`config.mk`:
```
export PLATFORM = sky130hd
export DESIGN_NAME = visual_steering_thrust_controller_core_flat
export DESIGN_NICKNAME = d
export VERILOG_FILES = /design/src/hw/rtl/vstc_pkg.sv /design/src/hw/rtl/vstc_if.sv /design/src/hw/rtl/vstc_regs.sv /design/src/hw/rtl/vstc_div.sv /design/src/hw/rtl/visual_steering_thrust_controller_core.sv /design/src/flat_wrapper.sv
export SDC_FILE = /design/constraint.sdc
export NUM_CORES = 1
export LEC_CHECK = 0
export BUFFER_PORTS_ARGS = -buffer_cell sky130_fd_sc_hd__buf_2
export CAP_MARGIN = 15
export CORE_MARGIN = 2
export CORE_UTILIZATION = 40
export CTS_CLUSTER_DIAMETER = 80
export CTS_CLUSTER_SIZE = 30
export DETAILED_ROUTE_END_ITERATION = 10
export REMOVE_ABC_BUFFERS = 1
export SLEW_MARGIN = 20
export SYNTH_ARGS = -nofsm -noshare
export SYNTH_HDL_FRONTEND = slang
export SYNTH_SLANG_ARGS = --single-unit
```
`constraint.sdc`:
```
create_clock -name clk -period 14.1 [get_ports clk]
set_input_delay 0 -clock clk [delete_from_list [all_inputs] [get_ports clk]]
set_output_delay 0 -clock clk [all_outputs]
set_load 0.05 [all_outputs]
```
`src/hw/rtl/vstc_pkg.sv`:
```
package vstc_pkg;

	localparam int DIVIDEND_W = 30;
	localparam int DIVISOR_W  = 10;
	localparam int CNT_W      = $clog2(DIVIDEND_W);
	localparam int MAG_W      = 15;
	localparam int PADDR_W    = 5;

	localparam logic [MAG_W-1:0]     ONE_Q14   = 15'd16384;
	localparam logic [9:0]           LEFT_REF  = 10'd60;
	localparam logic [9:0]           RIGHT_REF = 10'd260;
	localparam logic [13:0]          MAX_DIST  = 14'd3072;
	localparam logic [DIVISOR_W-1:0] FWD_DIV   = 10'd24;

	typedef enum logic [2:0] {
		CMD_START      = 3'd0,
		CMD_DISTANCE   = 3'd1,
		CMD_IMAGE      = 3'd2,
		CMD_TICK       = 3'd3,
		CMD_DEACTIVATE = 3'd4
	} cmd_t;

	typedef enum logic [1:0] {
		ACT_LEFT    = 2'd0,
		ACT_RIGHT   = 2'd1,
		ACT_FORWARD = 2'd2,
		ACT_STOP    = 2'd3
	} action_t;

	localparam logic [2:0] REG_CAMERA_ID   = 3'd0;
	localparam logic [2:0] REG_WINDOW_LOW  = 3'd1;
	localparam logic [2:0] REG_WINDOW_HIGH = 3'd2;
	localparam logic [2:0] REG_SPEED_SCALE = 3'd3;
	localparam logic [2:0] REG_MIN_DIST    = 3'd4;
	localparam logic [2:0] REG_TIMEOUT     = 3'd5;

	typedef struct packed {
		logic [7:0]  camera_id;
		logic [9:0]  window_low_x;
		logic [9:0]  window_high_x;
		logic [9:0]  speed_scale;
		logic [11:0] min_distance;
		logic [15:0] timeout_ticks;
	} cfg_t;

endpackage

```
`src/hw/rtl/vstc_if.sv`:
```
interface vstc_req_if;
	logic        valid;
	logic        ready;
	logic [2:0]  cmd;
	logic        from_partner;
	logic        tracking;
	logic [7:0]  camera;
	logic [13:0] coord_value;

	modport source(output valid, cmd, from_partner, tracking, camera, coord_value,
		input ready);
	modport sink(input valid, cmd, from_partner, tracking, camera, coord_value,
		output ready);
endinterface

interface vstc_res_if;
	logic               valid;
	logic               ready;
	logic [1:0]         action;
	logic signed [15:0] thrust_port;
	logic signed [15:0] thrust_starboard;

	modport source(output valid, action, thrust_port, thrust_starboard, input ready);
	modport sink(input valid, action, thrust_port, thrust_starboard, output ready);
endinterface

```
`src/hw/rtl/vstc_regs.sv`:
```
module vstc_regs (
	input  logic                          clk,
	input  logic                          arst_n,
	input  logic                          psel,
	input  logic                          penable,
	input  logic                          pwrite,
	input  logic [vstc_pkg::PADDR_W-1:0]  paddr,
	input  logic [31:0]                   pwdata,
	output logic [31:0]                   prdata,
	output logic                          pready,
	output vstc_pkg::cfg_t                cfg
);

	vstc_pkg::cfg_t cfg_q;
	logic [2:0]     idx;
	logic           wr_en;

	assign idx    = paddr[4:2];
	assign wr_en  = psel && penable && pwrite;
	assign pready = 1'b1;
	assign cfg    = cfg_q;

	always_ff @(posedge clk or negedge arst_n) begin
		if (!arst_n) begin
			cfg_q.camera_id     <= 8'd1;
			cfg_q.window_low_x  <= 10'd130;
			cfg_q.window_high_x <= 10'd190;
			cfg_q.speed_scale   <= 10'd384;
			cfg_q.min_distance  <= 12'd384;
			cfg_q.timeout_ticks <= 16'd2000;
		end else if (wr_en) begin
			unique case (idx)
				vstc_pkg::REG_CAMERA_ID:   cfg_q.camera_id     <= pwdata[7:0];
				vstc_pkg::REG_WINDOW_LOW:  cfg_q.window_low_x  <= pwdata[9:0];
				vstc_pkg::REG_WINDOW_HIGH: cfg_q.window_high_x <= pwdata[9:0];
				vstc_pkg::REG_SPEED_SCALE: cfg_q.speed_scale   <= pwdata[9:0];
				vstc_pkg::REG_MIN_DIST:    cfg_q.min_distance  <= pwdata[11:0];
				vstc_pkg::REG_TIMEOUT:     cfg_q.timeout_ticks <= pwdata[15:0];
				default: ;
			endcase
		end
	end

	always_comb begin
		unique case (idx)
			vstc_pkg::REG_CAMERA_ID:   prdata = {24'd0, cfg_q.camera_id};
			vstc_pkg::REG_WINDOW_LOW:  prdata = {22'd0, cfg_q.window_low_x};
			vstc_pkg::REG_WINDOW_HIGH: prdata = {22'd0, cfg_q.window_high_x};
			vstc_pkg::REG_SPEED_SCALE: prdata = {22'd0, cfg_q.speed_scale};
			vstc_pkg::REG_MIN_DIST:    prdata = {20'd0, cfg_q.min_distance};
			vstc_pkg::REG_TIMEOUT:     prdata = {16'd0, cfg_q.timeout_ticks};
			default:                   prdata = 32'd0;
		endcase
	end

endmodule

```
`src/hw/rtl/vstc_div.sv`:
```
module vstc_div (
	input  logic                             clk,
	input  logic                             arst_n,
	input  logic                             start,
	input  logic [vstc_pkg::DIVIDEND_W-1:0]  dividend,
	input  logic [vstc_pkg::DIVISOR_W-1:0]   divisor,
	output logic                             done,
	output logic [vstc_pkg::DIVIDEND_W-1:0]  quotient
);

	logic                             busy_q;
	logic                             done_q;
	logic [vstc_pkg::CNT_W-1:0]       cnt_q;
	logic [vstc_pkg::DIVIDEND_W-1:0]  num_q;
	logic [vstc_pkg::DIVIDEND_W-1:0]  quo_q;
	logic [vstc_pkg::DIVISOR_W-1:0]   rem_q;
	logic [vstc_pkg::DIVISOR_W-1:0]   dvs_q;
	logic [vstc_pkg::DIVISOR_W:0]     trial;
	logic [vstc_pkg::DIVISOR_W:0]     diff;
	logic                             fits;

	// one quotient bit per cycle, restoring
	assign trial = {rem_q, num_q[vstc_pkg::DIVIDEND_W-1]};
	assign fits  = trial >= {1'b0, dvs_q};
	assign diff  = trial - {1'b0, dvs_q};

	assign done     = done_q;
	assign quotient = quo_q;

	always_ff @(posedge clk or negedge arst_n) begin
		if (!arst_n) begin
			busy_q <= 1'b0;
			done_q <= 1'b0;
			cnt_q  <= '0;
		end else begin
			done_q <= 1'b0;
			if (start) begin
				busy_q <= 1'b1;
				cnt_q  <= vstc_pkg::CNT_W'(vstc_pkg::DIVIDEND_W - 1);
			end else if (busy_q) begin
				cnt_q <= cnt_q - 1'b1;
				if (cnt_q == '0) begin
					busy_q <= 1'b0;
					done_q <= 1'b1;
				end
			end
		end
	end

	always_ff @(posedge clk) begin
		if (start) begin
			num_q <= dividend;
			dvs_q <= divisor;
			rem_q <= '0;
			quo_q <= '0;
		end else if (busy_q) begin
			num_q <= {num_q[vstc_pkg::DIVIDEND_W-2:0], 1'b0};
			quo_q <= {quo_q[vstc_pkg::DIVIDEND_W-2:0], fits};
			rem_q <= fits ? diff[vstc_pkg::DIVISOR_W-1:0] : trial[vstc_pkg::DIVISOR_W-1:0];
		end
	end

endmodule

```
`src/hw/rtl/visual_steering_thrust_controller_core.sv`:
```
// Visual steering thrust controller. Requests (start, distance report,
// image coordinate, tick, deactivate) enter on the request channel and
// each produces at most one thrust command on the result channel. Start,
// distance reports, ticks and filtered-out coordinates are taken on accept
// and give no result; deactivate, a stop on timeout and a turn whose window
// divisor is zero are accepted and then load the output register.
// A turn with a nonzero divisor and a forward command are accepted while the
// scaled offset is formed, pass through the bit-serial restoring divider that
// produces one quotient bit per cycle, have the quotient saturated into the
// pending result, and then load the output register.
// One request is worked on at a time; the
// next one is taken while a finished result still waits in the output
// register. Configuration lives in an APB register file at byte address
// 4*index and should be written only while the block is idle.
module visual_steering_thrust_controller_core (
	input  logic                          clk,
	input  logic                          arst_n,
	vstc_req_if.sink                      request,
	vstc_res_if.source                    result,
	input  logic                          psel,
	input  logic                          penable,
	input  logic                          pwrite,
	input  logic [vstc_pkg::PADDR_W-1:0]  paddr,
	input  logic [31:0]                   pwdata,
	output logic [31:0]                   prdata,
	output logic                          pready
);

	typedef enum logic [2:0] {
		S_IDLE = 3'b001,
		S_DIV  = 3'b010,
		S_EMIT = 3'b100
	} state_t;

	vstc_pkg::cfg_t cfg;

	state_t                            state_q;
	logic [11:0]                       target_distance_q;
	logic                              distance_fresh_q;
	logic [15:0]                       stale_timer_q;
	vstc_pkg::action_t                 res_action_q;
	logic [vstc_pkg::MAG_W-1:0]        res_mag_q;
	logic                              out_valid_q;
	logic [1:0]                        out_action_q;
	logic signed [15:0]                out_port_q;
	logic signed [15:0]                out_stbd_q;

	logic                              accept;
	logic                              img_ok;
	logic                              go_left;
	logic                              go_right;
	logic                              dist_ok;
	logic [9:0]                        left_diff;
	logic [13:0]                       right_diff;
	logic [9:0]                        left_div;
	logic [9:0]                        right_div;
	logic [13:0]                       mul_a;
	logic [23:0]                       prod;
	logic [vstc_pkg::DIVIDEND_W-1:0]   dividend;
	logic [vstc_pkg::DIVISOR_W-1:0]    divisor;
	logic                              div_start;
	logic                              div_done;
	logic [vstc_pkg::DIVIDEND_W-1:0]   quotient;
	logic [vstc_pkg::MAG_W-1:0]        sat_mag;
	logic signed [15:0]                mag16;
	logic                              slot_free;

	vstc_regs u_regs (
		.clk     (clk),
		.arst_n  (arst_n),
		.psel    (psel),
		.penable (penable),
		.pwrite  (pwrite),
		.paddr   (paddr),
		.pwdata  (pwdata),
		.prdata  (prdata),
		.pready  (pready),
		.cfg     (cfg)
	);

	// Take a request whenever no earlier one is still being worked on.
	assign request.ready = (state_q == S_IDLE);
	assign accept        = request.valid && request.ready;

	// Image filter and window tests; the left test wins when the window
	// edges are inverted.
	assign img_ok   = request.from_partner && (request.camera == cfg.camera_id);
	assign go_left  = request.coord_value < {4'd0, cfg.window_low_x};
	assign go_right = request.coord_value > {4'd0, cfg.window_high_x};
	assign dist_ok  = request.from_partner && request.tracking &&
		(request.coord_value >= {2'd0, cfg.min_distance}) &&
		(request.coord_value <= vstc_pkg::MAX_DIST);

	// On the left the coordinate is below a 10-bit edge, so its low bits suffice.
	assign left_diff  = cfg.window_low_x - request.coord_value[9:0];
	assign right_diff = request.coord_value - {4'd0, cfg.window_high_x};
	assign left_div   = (cfg.window_low_x > vstc_pkg::LEFT_REF) ?
		cfg.window_low_x - vstc_pkg::LEFT_REF : vstc_pkg::LEFT_REF - cfg.window_low_x;
	assign right_div  = (cfg.window_high_x > vstc_pkg::RIGHT_REF) ?
		cfg.window_high_x - vstc_pkg::RIGHT_REF : vstc_pkg::RIGHT_REF - cfg.window_high_x;

	// Share one narrow multiplier between turn offset and forward distance.
	always_comb begin
		if (go_left)
			mul_a = {4'd0, left_diff};
		else if (go_right)
			mul_a = right_diff;
		else
			mul_a = {2'd0, target_distance_q};
	end

	assign prod = mul_a * {4'd0, cfg.speed_scale};

	// Turns carry the extra factor of 64 into Q1.14; forward divides by 24.
	always_comb begin
		if (go_left) begin
			dividend = {prod, 6'd0};
			divisor  = left_div;
		end else if (go_right) begin
			dividend = {prod, 6'd0};
			divisor  = right_div;
		end else begin
			dividend = {6'd0, prod};
			divisor  = vstc_pkg::FWD_DIV;
		end
	end

	assign div_start = accept && (request.cmd == vstc_pkg::CMD_IMAGE) && img_ok &&
		((go_left && left_div != '0) || (!go_left && go_right && right_div != '0) ||
		(!go_left && !go_right && distance_fresh_q));

	vstc_div u_div (
		.clk      (clk),
		.arst_n   (arst_n),
		.start    (div_start),
		.dividend (dividend),
		.divisor  (divisor),
		.done     (div_done),
		.quotient (quotient)
	);

	// Saturate the magnitude to one.
	assign sat_mag = (quotient > vstc_pkg::DIVIDEND_W'(vstc_pkg::ONE_Q14)) ?
		vstc_pkg::ONE_Q14 : quotient[vstc_pkg::MAG_W-1:0];

	// Sequencer: idle, divide when needed, then hand the result to the output register.
	always_ff @(posedge clk or negedge arst_n) begin
		if (!arst_n) begin
			state_q           <= S_IDLE;
			target_distance_q <= '0;
			distance_fresh_q  <= 1'b0;
			stale_timer_q     <= '0;
		end else begin
			unique case (state_q)
				S_IDLE: begin
					if (accept) begin
						case (request.cmd)
							vstc_pkg::CMD_START: begin
								distance_fresh_q <= 1'b0;
								stale_timer_q    <= '0;
							end
							vstc_pkg::CMD_DISTANCE: begin
								if (dist_ok) begin
									target_distance_q <= request.coord_value[11:0];
									distance_fresh_q  <= 1'b1;
								end
							end
							vstc_pkg::CMD_IMAGE: begin
								if (img_ok) begin
									if (go_left || go_right) begin
										state_q <= div_start ? S_DIV : S_EMIT;
									end else if (distance_fresh_q) begin
										distance_fresh_q <= 1'b0;
										stale_timer_q    <= '0;
										state_q          <= S_DIV;
									end else if (stale_timer_q >= cfg.timeout_ticks) begin
										state_q <= S_EMIT;
									end
								end
							end
							vstc_pkg::CMD_TICK: begin
								if (stale_timer_q != 16'hFFFF)
									stale_timer_q <= stale_timer_q + 1'b1;
							end
							vstc_pkg::CMD_DEACTIVATE: state_q <= S_EMIT;
							default: ;
						endcase
					end
				end
				S_DIV: begin
					if (div_done)
						state_q <= S_EMIT;
				end
				S_EMIT: begin
					if (slot_free)
						state_q <= S_IDLE;
				end
				default: state_q <= S_IDLE;
			endcase
		end
	end

	// Pending result: action at accept, magnitude at accept or from the divider.
	always_ff @(posedge clk) begin
		if (accept) begin
			res_mag_q <= vstc_pkg::ONE_Q14;
			if (request.cmd == vstc_pkg::CMD_IMAGE) begin
				if (go_left)
					res_action_q <= vstc_pkg::ACT_LEFT;
				else if (go_right)
					res_action_q <= vstc_pkg::ACT_RIGHT;
				else if (distance_fresh_q)
					res_action_q <= vstc_pkg::ACT_FORWARD;
				else
					res_action_q <= vstc_pkg::ACT_STOP;
			end else begin
				res_action_q <= vstc_pkg::ACT_STOP;
			end
		end else if (state_q == S_DIV && div_done) begin
			res_mag_q <= sat_mag;
		end
	end

	// Output register: load when empty or being drained this cycle.
	assign slot_free = !out_valid_q || result.ready;
	assign mag16     = $signed({1'b0, res_mag_q});

	always_ff @(posedge clk or negedge arst_n) begin
		if (!arst_n) begin
			out_valid_q <= 1'b0;
		end else if (state_q == S_EMIT && slot_free) begin
			out_valid_q <= 1'b1;
		end else if (result.ready) begin
			out_valid_q <= 1'b0;
		end
	end

	always_ff @(posedge clk) begin
		if (state_q == S_EMIT && slot_free) begin
			out_action_q <= res_action_q;
			case (res_action_q)
				vstc_pkg::ACT_LEFT: begin
					out_port_q <= -mag16;
					out_stbd_q <= mag16;
				end
				vstc_pkg::ACT_RIGHT: begin
					out_port_q <= mag16;
					out_stbd_q <= -mag16;
				end
				vstc_pkg::ACT_FORWARD: begin
					out_port_q <= mag16;
					out_stbd_q <= mag16;
				end
				default: begin
					out_port_q <= '0;
					out_stbd_q <= '0;
				end
			endcase
		end
	end

	assign result.valid            = out_valid_q;
	assign result.action           = out_action_q;
	assign result.thrust_port      = out_port_q;
	assign result.thrust_starboard = out_stbd_q;

endmodule

```
`src/flat_wrapper.sv`:
```
// flat-port wrapper written by rule: the top's interface ports become plain ports
module visual_steering_thrust_controller_core_flat 
  (clk, arst_n, psel, penable, pwrite, paddr, pwdata, prdata, pready, request_valid, request_cmd, request_from_partner, request_tracking, request_camera, request_coord_value, request_ready, result_valid, result_action, result_thrust_port, result_thrust_starboard, result_ready);
  vstc_req_if request_i ();
  vstc_res_if result_i ();
  input  logic clk;
  input  logic arst_n;
  input  logic psel;
  input  logic penable;
  input  logic pwrite;
  input  logic [vstc_pkg::PADDR_W-1:0] paddr;
  input  logic [31:0] pwdata;
  output logic [31:0] prdata;
  output logic pready;
  input wire logic [$bits(request_i.valid)-1:0] request_valid;
  input wire logic [$bits(request_i.cmd)-1:0] request_cmd;
  input wire logic [$bits(request_i.from_partner)-1:0] request_from_partner;
  input wire logic [$bits(request_i.tracking)-1:0] request_tracking;
  input wire logic [$bits(request_i.camera)-1:0] request_camera;
  input wire logic [$bits(request_i.coord_value)-1:0] request_coord_value;
  output wire logic [$bits(request_i.ready)-1:0] request_ready;
  output wire logic [$bits(result_i.valid)-1:0] result_valid;
  output wire logic [$bits(result_i.action)-1:0] result_action;
  output wire logic [$bits(result_i.thrust_port)-1:0] result_thrust_port;
  output wire logic [$bits(result_i.thrust_starboard)-1:0] result_thrust_starboard;
  input wire logic [$bits(result_i.ready)-1:0] result_ready;
  assign request_i.valid = request_valid;
  assign request_i.cmd = request_cmd;
  assign request_i.from_partner = request_from_partner;
  assign request_i.tracking = request_tracking;
  assign request_i.camera = request_camera;
  assign request_i.coord_value = request_coord_value;
  assign request_ready = request_i.ready;
  assign result_valid = result_i.valid;
  assign result_action = result_i.action;
  assign result_thrust_port = result_i.thrust_port;
  assign result_thrust_starboard = result_i.thrust_starboard;
  assign result_i.ready = result_ready;
  visual_steering_thrust_controller_core u_core (.clk(clk), .arst_n(arst_n), .request(request_i), .result(result_i), .psel(psel), .penable(penable), .pwrite(pwrite), .paddr(paddr), .pwdata(pwdata), .prdata(prdata), .pready(pready));
endmodule
```
After elaboration in Yosys (flattened, before gate mapping)
Cells that the tools add are included.
- logic and storage cells: 163
- output and inout port bits: 69
- flip-flop bits (word level): 237
- $lt $le $gt $ge: 9
- reduce and logical (&&, ||, !) cells: 46
- mux-type cells: 47
- $mul: 1
- add/sub/neg operators: 10
- eq/ne operators: 27
- operator list (kind ; number):
    $mux W30 ; 4
    $pmux W16 S6 ; 1
    $mux W16 ; 4
    $pmux W16 S2 ; 2
    $mux W10 ; 5
    $pmux W16 S3 ; 1
    $gt A30 B15 Y1 const B ; 1
    $mux W14 ; 2
    $mul A14 B10 Y24 ; 1
    $mux W3 ; 8
    $reduce_bool A10 Y1 ; 2
    $sub A10 B10 Y10 ; 2
    $logic_and A1 B1 Y1 ; 17
    $add A16 B1 Y16 const B ; 1
    $ge A16 B16 Y1 ; 1
    $ne A16 B16 Y1 const B ; 1
    $neg A15 Y16 ; 1
    $eq A3 B2 Y1 const B ; 5
    $mux W15 ; 1
    $ge A14 B12 Y1 ; 1
    $gt A14 B10 Y1 ; 1
    $le A14 B12 Y1 const B ; 1
    $lt A14 B10 Y1 ; 1
    $sub A14 B10 Y14 ; 1
    other kinds (35) ; 75

Depth between registers and ports, before layout
Gate-level depths: netlist (run 1).
- depth after elaboration: 13
- mapped depth: 32

By module
A second synthesis (run 1) with hierarchy kept.
- cell total of the unflattened synthesis: 1993
- area, all modules: 19003.2 um2
- by module, submodules not included (module ; times used ; area an instance (um2) ; cells each):
    visual_steering_thrust_controller_core ; 1 ; 11882.6 ; 1432
    vstc_div ; 1 ; 3875.0 ; 319
    vstc_regs ; 1 ; 3245.6 ; 242

Least setup slack after synthesis (run 1)
OpenSTA, ideal clock, no wires.
- path kind: flip-flop to flip-flop
- start point: register u_core.u_regs.cfg_q, in the netlist u_core.u_regs.cfg[43]
- end point: register u_core.u_div.num_q[22] (netlist bit) (data pin)
- slack: 6.105 ns
- arrival time: 7.727 ns
- path buffers: 2
- required time: 13.832 ns
- stages on the path, launching flop included: 32
- setup time: 0.268 ns
- cells stage by stage: dfstp_2 clkbuf_1 inv_1 ha_1 a211oi_1 nor2_1 nor4_2 o21a_1 clkbuf_1 nand2_1 o311ai_0 o21a_1 nand2_1 fa_1 inv_1 fa_1 inv_1 fa_1 inv_1 fa_1 inv_1 fa_1 inv_1 ha_1 a211oi_1 nor2_1 nor4b_2 nor3_1 or4_1 a31o_2 a31oi_1 a21oi_1
- longest elaborated chain between the ends: 8
- ends and longest elaborated chain (element ; RTL line ; text):
    from (decl) ; vstc_regs.sv:14 ; vstc_pkg::cfg_t cfg_q;
    parallel branches: the longest is 7 deep, another holds $mul A14 B10 Y24 ; -- ;
    $mux W30 * ; vstc_div.sv:51 ; if (start) begin
    to (signal assigned) ; vstc_div.sv:52 ; num_q <= dividend;
    to (signal assigned) ; vstc_div.sv:57 ; num_q <= {num_q[vstc_pkg::DIVIDEND_W-2:0], 1'b0};
    to (decl) ; vstc_div.sv:14 ; logic [vstc_pkg::DIVIDEND_W-1:0] num_q;
Mark *: on every way between the ends.
A chain may end at the register's enable or synchronous reset.

Worst setup path in the final report (run 1)
Ends and elaborated chain as after synthesis.

==> results of run 1 <==
## cells by family after synthesis
kind of cell,after synthesis,share of synthesized area
AOI/OAI and AO/OA,459,0.159
xor gates and xnor gates,58,0.0267
adders and majority gates,235,0.193
buffers and inverters,322,0.0699
DFF,237,0.318
muxes,93,0.0526
other,2,0.000394
and+or+nand+nor,703,0.180
## area by class of cell
| type | count | area [sq um] | share of cell area |
|---|---|---|---|
| Clock buffer | 19 | 475 | 0.0226 |
| Clock inverter | 15 | 225 | 0.0107 |
| Multi-Input combinational cell | 1565 | 11800 | 0.558 |
| Inverter | 205 | 769 | 0.0365 |
| Timing Repair Buffer | 157 | 1020 | 0.0484 |
| Tap cell | 607 | 759 | 0.0361 |
| Sequential cell | 237 | 6060 | 0.288 |
## power breakdown
part | switching [W] | internal, W | total (W)
Clock | 0.000317 | 0.000295 | 0.000612
Combinational | 0.00193 | 0.00129 | 0.00321
Sequential | 0.000166 | 0.000884 | 0.00105
## critical path, cell delays in order (launching register included)
cell and delay, ps:
sky130_fd_sc_hd__dfstp_2 710, sky130_fd_sc_hd__inv_1 210, sky130_fd_sc_hd__ha_1 420, sky130_fd_sc_hd__nand4_1 150
sky130_fd_sc_hd__o31ai_1 360, sky130_fd_sc_hd__o21a_1 680, sky130_fd_sc_hd__o21ai_0 270, sky130_fd_sc_hd__a21oi_1 820
sky130_fd_sc_hd__nand2b_1 230, sky130_fd_sc_hd__fa_1 400, sky130_fd_sc_hd__inv_1 80, sky130_fd_sc_hd__fa_1 450
sky130_fd_sc_hd__fa_1 480, sky130_fd_sc_hd__fa_1 540, sky130_fd_sc_hd__inv_1 50, sky130_fd_sc_hd__fa_1 520
sky130_fd_sc_hd__inv_1 40, sky130_fd_sc_hd__ha_1 350, sky130_fd_sc_hd__o21ai_0 230, sky130_fd_sc_hd__nor2_1 100
sky130_fd_sc_hd__nor4b_2 510, sky130_fd_sc_hd__nor3_1 150, sky130_fd_sc_hd__or4_1 540, sky130_fd_sc_hd__a31o_2 230
sky130_fd_sc_hd__a31oi_1 190, sky130_fd_sc_hd__a21oi_1 90
## what timing repair did
item	4_1_cts	5_1_grt
hold endpoints to repair	120	0
buffers inserted	0	0
hold buffers	35	0
## per-stage QoR
step	cell area (sq um)	cells
2_1_floorplan	18500	2007
3_3_place_gp	20000	2736
3_5_place_dp	20000	2736
4_1_cts	21100	2805
5_1_grt	21100	2805
6_report	21100	2805
## worst paths after layout
| check | startpoint | to | slack, ps |
|---|---|---|---|
| worst min-delay path | request_cmd[1] | u_core.res_action_q[1] | 70 |
| worst min register to register | u_core.u_div.done | u_core.state_q[1] | 480 |
| worst max register to register | u_core.u_regs.cfg[43] | u_core.u_div.num_q[22] | 5000 |
| max in group asynchronous | arst_n | u_core.u_div.busy_q | 12560 |
| worst max-delay path | u_core.u_regs.cfg[43] | u_core.u_div.num_q[22] | 5000 |
| min in group asynchronous | arst_n | u_core.u_regs.cfg[22] | 540 |
## routing by layer
layer  GRT usage  part of all wire
met5           0                 0
met4      0.0612             0.031
met3      0.0273             0.058
met2       0.342              0.46
met1       0.279              0.45
## cell usage in the layout, fill, tap and decap left out, types with 44 or more instances in the layout
master                     netlist  layout
sky130_fd_sc_hd__nor2_1        190     186
sky130_fd_sc_hd__fa_1           97      97
sky130_fd_sc_hd__o21ai_0       151     151
sky130_fd_sc_hd__mux2i_1        55      55
sky130_fd_sc_hd__nor3_1         44      44
sky130_fd_sc_hd__dfrtp_1        86      85
sky130_fd_sc_hd__and2_1         48      48
sky130_fd_sc_hd__a21oi_1        63      63
sky130_fd_sc_hd__edfxtp_1       76      76
sky130_fd_sc_hd__dfxtp_1        55      55
sky130_fd_sc_hd__inv_1         204     204
sky130_fd_sc_hd__ha_1          138     138
sky130_fd_sc_hd__buf_2          10     103
sky130_fd_sc_hd__nand2_1       209     209
## state kept, by name, summed over array words and instances, names as in the netlist, 12 cells and up
signal,count
u_core.stale_timer_q,16
u_core.u_regs.cfg,66
u_core.u_div.quotient,30
u_core.u_div.num_q,30
u_core.result.thrust_starboard,16
u_core.target_distance_q,12
u_core.result.thrust_port,16
u_core.res_mag_q,15
==> Implementation_results.wiki, run 1 <==
{| class="wikitable"
! Metric !! Value
|-
| Hold depth || 4
|-
| Number of port buffers || 104
|-
| Number of DRC violations after detailed-routing iteration 0 || 1099
|-
| RD Place Congestion || 0.940
|-
| CTS resizes || 0
|-
| Placement Setup Slack || 5040 ps
|-
| Vias in the first global route || 15286
|-
| LEAKAGE || 9.46 nW
|-
| Depth of the worst register-to-register path || 25
|-
| Register area share after synthesis || 0.318
|-
| H-tree lvl count || 1
|-
| Via count || 15478
|-
| Top fanout value on the critical path || 17
|-
| DRT Wirelength || 51100 um
|-
| Total number of clock tree sinks || 237
|-
| Net count of the finished layout || 2491
|-
| Final sum of negative setup slack || 0 ps
|-
| Area growth, synth to finish || 10.6%
|-
| Gate Count Post-Synth || 2109
|-
| Longest Clk Path Bufs || 3
|-
| Fraction of the core area covered by cells at the end of the flow || 0.450
|-
| Crit Path Class || flop to flop
|-
| HPWL reported at the end of detailed placement || 38500 um
|-
| Area share of the largest cell type after synthesis || 0.120
|-
| Worst VDD drop || 0.233 mV
|-
| Final Slew Violations || 0
|-
| Synth Register Bits || 237
|-
| Data arrival time of the critical path || 9370 ps
|-
| Count of unresolved DRC violations after routing || 0
|-
| Ranking of synthesized cells by instance count || 209 x sky130_fd_sc_hd__nand2_1, 204 x sky130_fd_sc_hd__inv_1, 190 x sky130_fd_sc_hd__nor2_1
|-
| Asr flop ratio synth || 0.447
|-
| Critical path startpoint category || flop
|-
| Fraction of layout cells with a size suffix above 1 || 0.117
|-
| Data required time of the critical path || 14370 ps
|-
| Detailed Routing Iterations Pass 1 || 5
|-
| Number of enable flip-flop cells after synthesis || 76
|-
| Max-cap viol count || 0
|-
| Min-Delay Path Class || input port to flop
|-
| CTS tree || yes
|-
| Height of the die || 222 um
|-
| Number of antenna violations at the first check in global routing || 0
|-
| Wire length of the first global-routing pass || 82200 um
|-
| Minimum period implied by the final worst setup slack || 9100 ps
|-
| Sum of overflow across all layers after global routing || 0
|-
| Inserted Clock Buffers || 19
|-
| Post-CTS clock slew at the launch and capture registers of the worst setup and hold paths || 100 ps
|-
| Overall die width || 222 um
|-
| Count of standard-cell rows || 79
|-
| Netlist area before placement || 0.0190 sq mm
|-
| Area of the core || 0.0468 sq mm
|-
| Dominant cell by count in the synthesized netlist || sky130_fd_sc_hd__nand2_1
|-
| Yosys top cell by area || sky130_fd_sc_hd__edfxtp_1
|-
| Layout Skew || 25.6 ps
|-
| RSZ-0062 raised after global routing || no
|-
| Post-DR vias/cell || 5.52
|-
| Overall Power || 0.00488 W
|-
| Outcome || finished clean
|-
| Mean cell area of the mapped netlist || 9.03 sq um
|-
| Period utilization || 0.645
|-
| Worst hold margin || 68.1 ps
|-
| Effective utilization at floorplan || 0.407
|-
| Count of cell types in the netlist || 86
|-
| Post-route antenna net violation count || 0
|-
| Root Buffer || sky130_fd_sc_hd__clkbuf_16
|-
| Count of warnings emitted by yosys || 0
|-
| Worst slew margin || 0.315
|-
| Pin count of the biggest net entering global routing || 79
|-
| Antenna Cells || 0
|-
| Area of the die || 0.0494 sq mm
|-
| Final setup violation count || 0
|-
| Synth area leaders || sky130_fd_sc_hd__edfxtp_1 12%, sky130_fd_sc_hd__dfrtp_1 11%, sky130_fd_sc_hd__fa_1 10%
|-
| Final setup margin || 5000 ps
|-
| Power per unit of standard cell area || 232 mW/mm^2
|-
| All-Layer GR Usage || 0.206
|-
| Post-synth top flop || sky130_fd_sc_hd__dfrtp_1
|-
| Element type at the critical path end || flop
|-
| Highest attainable clock frequency || 0.110 GHz
|-
| Fin. Hold Viols || 0
|-
| Top-level I/O count || 140
|-
| Source-to-sink clock delay at the later pin of the worst-skew pair || 550 ps
|-
| Worst-Margin Slew || 1020 ps
|-
| WL/cell || 18.2 um
|-
| Fill cell instance count of the final layout || 4540
|}
Note: power is estimated with default switching activity, not from simulation.
==> run 2, diff against run 1 <==
==> constraint.sdc (replaced) <==
create_clock -name clk -period 9 [get_ports clk]
set_input_delay 0 -clock clk [delete_from_list [all_inputs] [get_ports clk]]
set_output_delay 0 -clock clk [all_outputs]
set_load 0.05 [all_outputs]
==> run 2 against run 1 <==
  * Routed wire length rose by 0.28%
  * Setup slack got worse by 4400 ps
  * Clock power increased by 57%
  * Final cell count increased by 0.82%
  * Die area did not move
  * Non-clock buffer count rose by 21
  * Count of clock-buffer cells in the layout grew 4
  * Sequential power grew 57%
  * Register-to-register slack got worse by 4400 ps
  * Sequential share of layout area shrank 0.27 points
  * Design area grew 0.93%
  * Combinational power grew 59%
==> Implementation_results.wiki, run 2 (synthesized netlist as in run 1, its figures left out) <==
{| class="wikitable"
! Metric !! Value
|-
| Top library cells by usage in the layout, fill and taps aside || 209 x sky130_fd_sc_hd__nand2_1, 204 x sky130_fd_sc_hd__inv_1, 186 x sky130_fd_sc_hd__nor2_1
|-
| Final sum of negative setup slack || 0 ps (unchanged)
|-
| Sum of overflow across all layers after global routing || 0 (unchanged)
|-
| All-Layer GR Usage || 0.205 (-0.000981)
|-
| Overall Power || 0.00770 W (+58%)
|-
| HPWL reported at the end of detailed placement || 38800 um (+0.85%)
|-
| Max-cap viol count || 0 (unchanged)
|-
| Period utilization || 0.936 (+0.290)
|-
| Overall die width || 222 um (unchanged)
|-
| Top-level I/O count || 140 (unchanged)
|-
| Net count of the finished layout || 2513 (+0.88%)
|-
| Final setup violation count || 0 (unchanged)
|-
| Number of flip-flops in the largest register || 66 (unchanged)
|-
| Root Buffer || sky130_fd_sc_hd__clkbuf_16
|-
| Crit-path slowest cell || sky130_fd_sc_hd__dfstp_2
|-
| Height of the die || 222 um (unchanged)
|-
| Area growth, synth to finish || 11.7%
|-
| Via count || 15596 (+0.76%)
|-
| Count of standard-cell rows || 79 (unchanged)
|-
| Data required time of the critical path || 9260 ps (-5110 ps)
|-
| Most common cell after layout, fill and taps aside || sky130_fd_sc_hd__nand2_1
|-
| Library cell appearing most often on the critical path || sky130_fd_sc_hd__inv_1
|-
| Inserted Clock Buffers || 20 (+1)
|-
| Final Slew Violations || 0 (unchanged)
|-
| Count of unresolved DRC violations after routing || 0 (unchanged)
|-
| Outcome || finished clean
|-
| Post-route antenna net violation count || 0 (unchanged)
|-
| Reg2Reg Launch Point || u_core.u_regs.cfg[43]
|-
| Area of the core || 0.0468 sq mm (unchanged)
|-
| Minimum period implied by the final worst setup slack || 8420 ps (-678 ps)
|-
| Number of standard cells in the final layout excluding fillers || 2828 (+0.82%)
|-
| RD Place Congestion || 0.911 (-3.0%)
|-
| Cell area reported after detailed placement || 0.0201 sq mm (+0.55%)
|-
| Critical Path Start || u_core.u_regs.cfg[43]
|-
| WL/cell || 18.1 um (-0.54%)
|-
| Number of port buffers || 104 (unchanged)
|-
| Vias in the first global route || 15050 (-1.5%)
|-
| Worst VDD drop || 0.465 mV (+99%)
|-
| Number of antenna violations at the first check in global routing || 0 (unchanged)
|-
| LEAKAGE || 9.57 nW (+1.2%)
|-
| Post-DR vias/cell || 5.51 (about the same)
|-
| Crit Path Class || flop to flop
|-
| Detailed Routing Iterations Pass 1 || 5 (unchanged)
|-
| Number of DRC violations after detailed-routing iteration 0 || 951 (-13%)
|-
| Antenna Cells || 0 (unchanged)
|-
| Worst slew margin || 0.342 (+0.0269)
|-
| CTS tree || yes
|-
| Element type at the critical path end || flop
|-
| Instance count after placement with tap cells included || 2753 (+0.62%)
|-
| Final setup margin || 579 ps (-4420 ps)
|-
| Highest attainable clock frequency || 0.119 GHz (+8.1%)
|-
| Largest incremental delay on the critical path || 710 ps (-110 ps)
|-
| Critical path startpoint category || flop
|-
| H-tree lvl count || 1 (unchanged)
|-
| Layout Skew || 25.7 ps (+0.0449 ps)
|-
| Wire length of the first global-routing pass || 81700 um (-0.66%)
|-
| Total number of clock tree sinks || 237 (unchanged)
|-
| Effective utilization at floorplan || 0.407 (unchanged)
|-
| Source-to-sink clock delay at the later pin of the worst-skew pair || 540 ps (about the same)
|-
| Final design instance area without fill || 0.0213 sq mm (+0.93%)
|-
| Placement Setup Slack || 417 ps (-4630 ps)
|-
| Worst Hold Launch || request_cmd[2]
|-
| RSZ-0062 raised after global routing || no
|-
| Post-CTS clock slew at the launch and capture registers of the worst setup and hold paths || 100 ps (about the same)
|-
| Top fanout value on the critical path || 17 (unchanged)
|-
| DRT Wirelength || 51300 um (+0.28%)
|-
| Fraction of layout cells with a size suffix above 1 || 0.126 (+0.00869)
|-
| Pin count of the biggest net entering global routing || 79 (unchanged)
|-
| Fin. Hold Viols || 0 (unchanged)
|-
| Area of the die || 0.0494 sq mm (unchanged)
|-
| Worst-Margin Slew || 986 ps (-38.5 ps)
|-
| Data arrival time of the critical path || 8680 ps (-690 ps)
|-
| Longest Clk Path Bufs || 3 (unchanged)
|-
| Min-Delay Path Class || input port to flop
|-
| Power per unit of standard cell area || 362 mW/mm^2 (+56%)
|}
-- run 2: cell count changes in the layout (fill, tap and decap cells not counted), sizes merged --
cell and delta:
clkinvlp +1, inv -2, clkbuf +4, buf +21, bufinv -1
-- run 2: per-stage QoR --
step,hold WS (ps),utilization
6_report,75.4,0.455
5_1_grt,115,0.455
4_1_cts,61.0,0.453
3_5_place_dp,-47.4,0.430
3_3_place_gp,-52.2,0.430
2_1_floorplan,-296,-
-- run 2: worst paths after layout --
path / slack (ps) / cells after the start / end
setup / recovery: 580 / 28 / u_core.u_div.num_q[18]
setup reg to reg: 580 / 28 / u_core.u_div.num_q[18]
max in group asynchronous: 7720 / 5 / u_core.state_q[0]
hold / removal: 80 / 6 / u_core.state_q[0]
min in group asynchronous: 530 / 4 / u_core.u_regs.cfg[21]
hold reg to reg: 460 / 1 / u_core.state_q[1]
-- run 2: worst max-delay path, delay by kind of cell (launching register included) --
family / cells / cell delay, ps
buffers and inverters: 7 / 600
AND/OR/NAND/NOR: 6 / 1010
adder cells (fa/ha/maj): 7 / 3320
AO/OA/AOI/OAI: 8 / 2470
flip-flops: 1 / 710
-- run 2: power breakdown --
part | switching (W) | leakage (nW) | total [W] | internal, W
Clock | 0.000480 | 0.351 | 0.000960 | 0.000480
Combinational | 0.00302 | 6.76 | 0.00509 | 0.00206
Sequential | 0.000268 | 2.46 | 0.00165 | 0.00138
-- run 2: cell type report --
type	instances	area [sq um]
fillers	4507	25500
multi-input cells	1565	11700
flip-flops and latches	237	6060
repair buffers	178	1200
inverters	205	769
well taps	607	759
clock buffers	23	554
clock inverters	13	173
-- run 2: metal layers --
metal | GRT usage | vias to the layer above | part of all wire
met2 | 0.342 | 469 | 0.46
li1 | - | 7483 | -
met4 | 0.0549 | 0 | 0.030
met5 | 0 | - | 0
met3 | 0.0217 | 88 | 0.054
met1 | 0.282 | 7556 | 0.45
-- run 2: what timing repair did --
| action | 4_1_cts | 5_1_grt |
|---|---|---|
| endpoints found under the setup margin | 0 | 6 |
| buffers inserted | 0 | 3 |
| gates resized for setup | 0 | 3 |
| hold buffers | 35 | 0 |
| endpoints found under the hold margin | 114 | 0 |
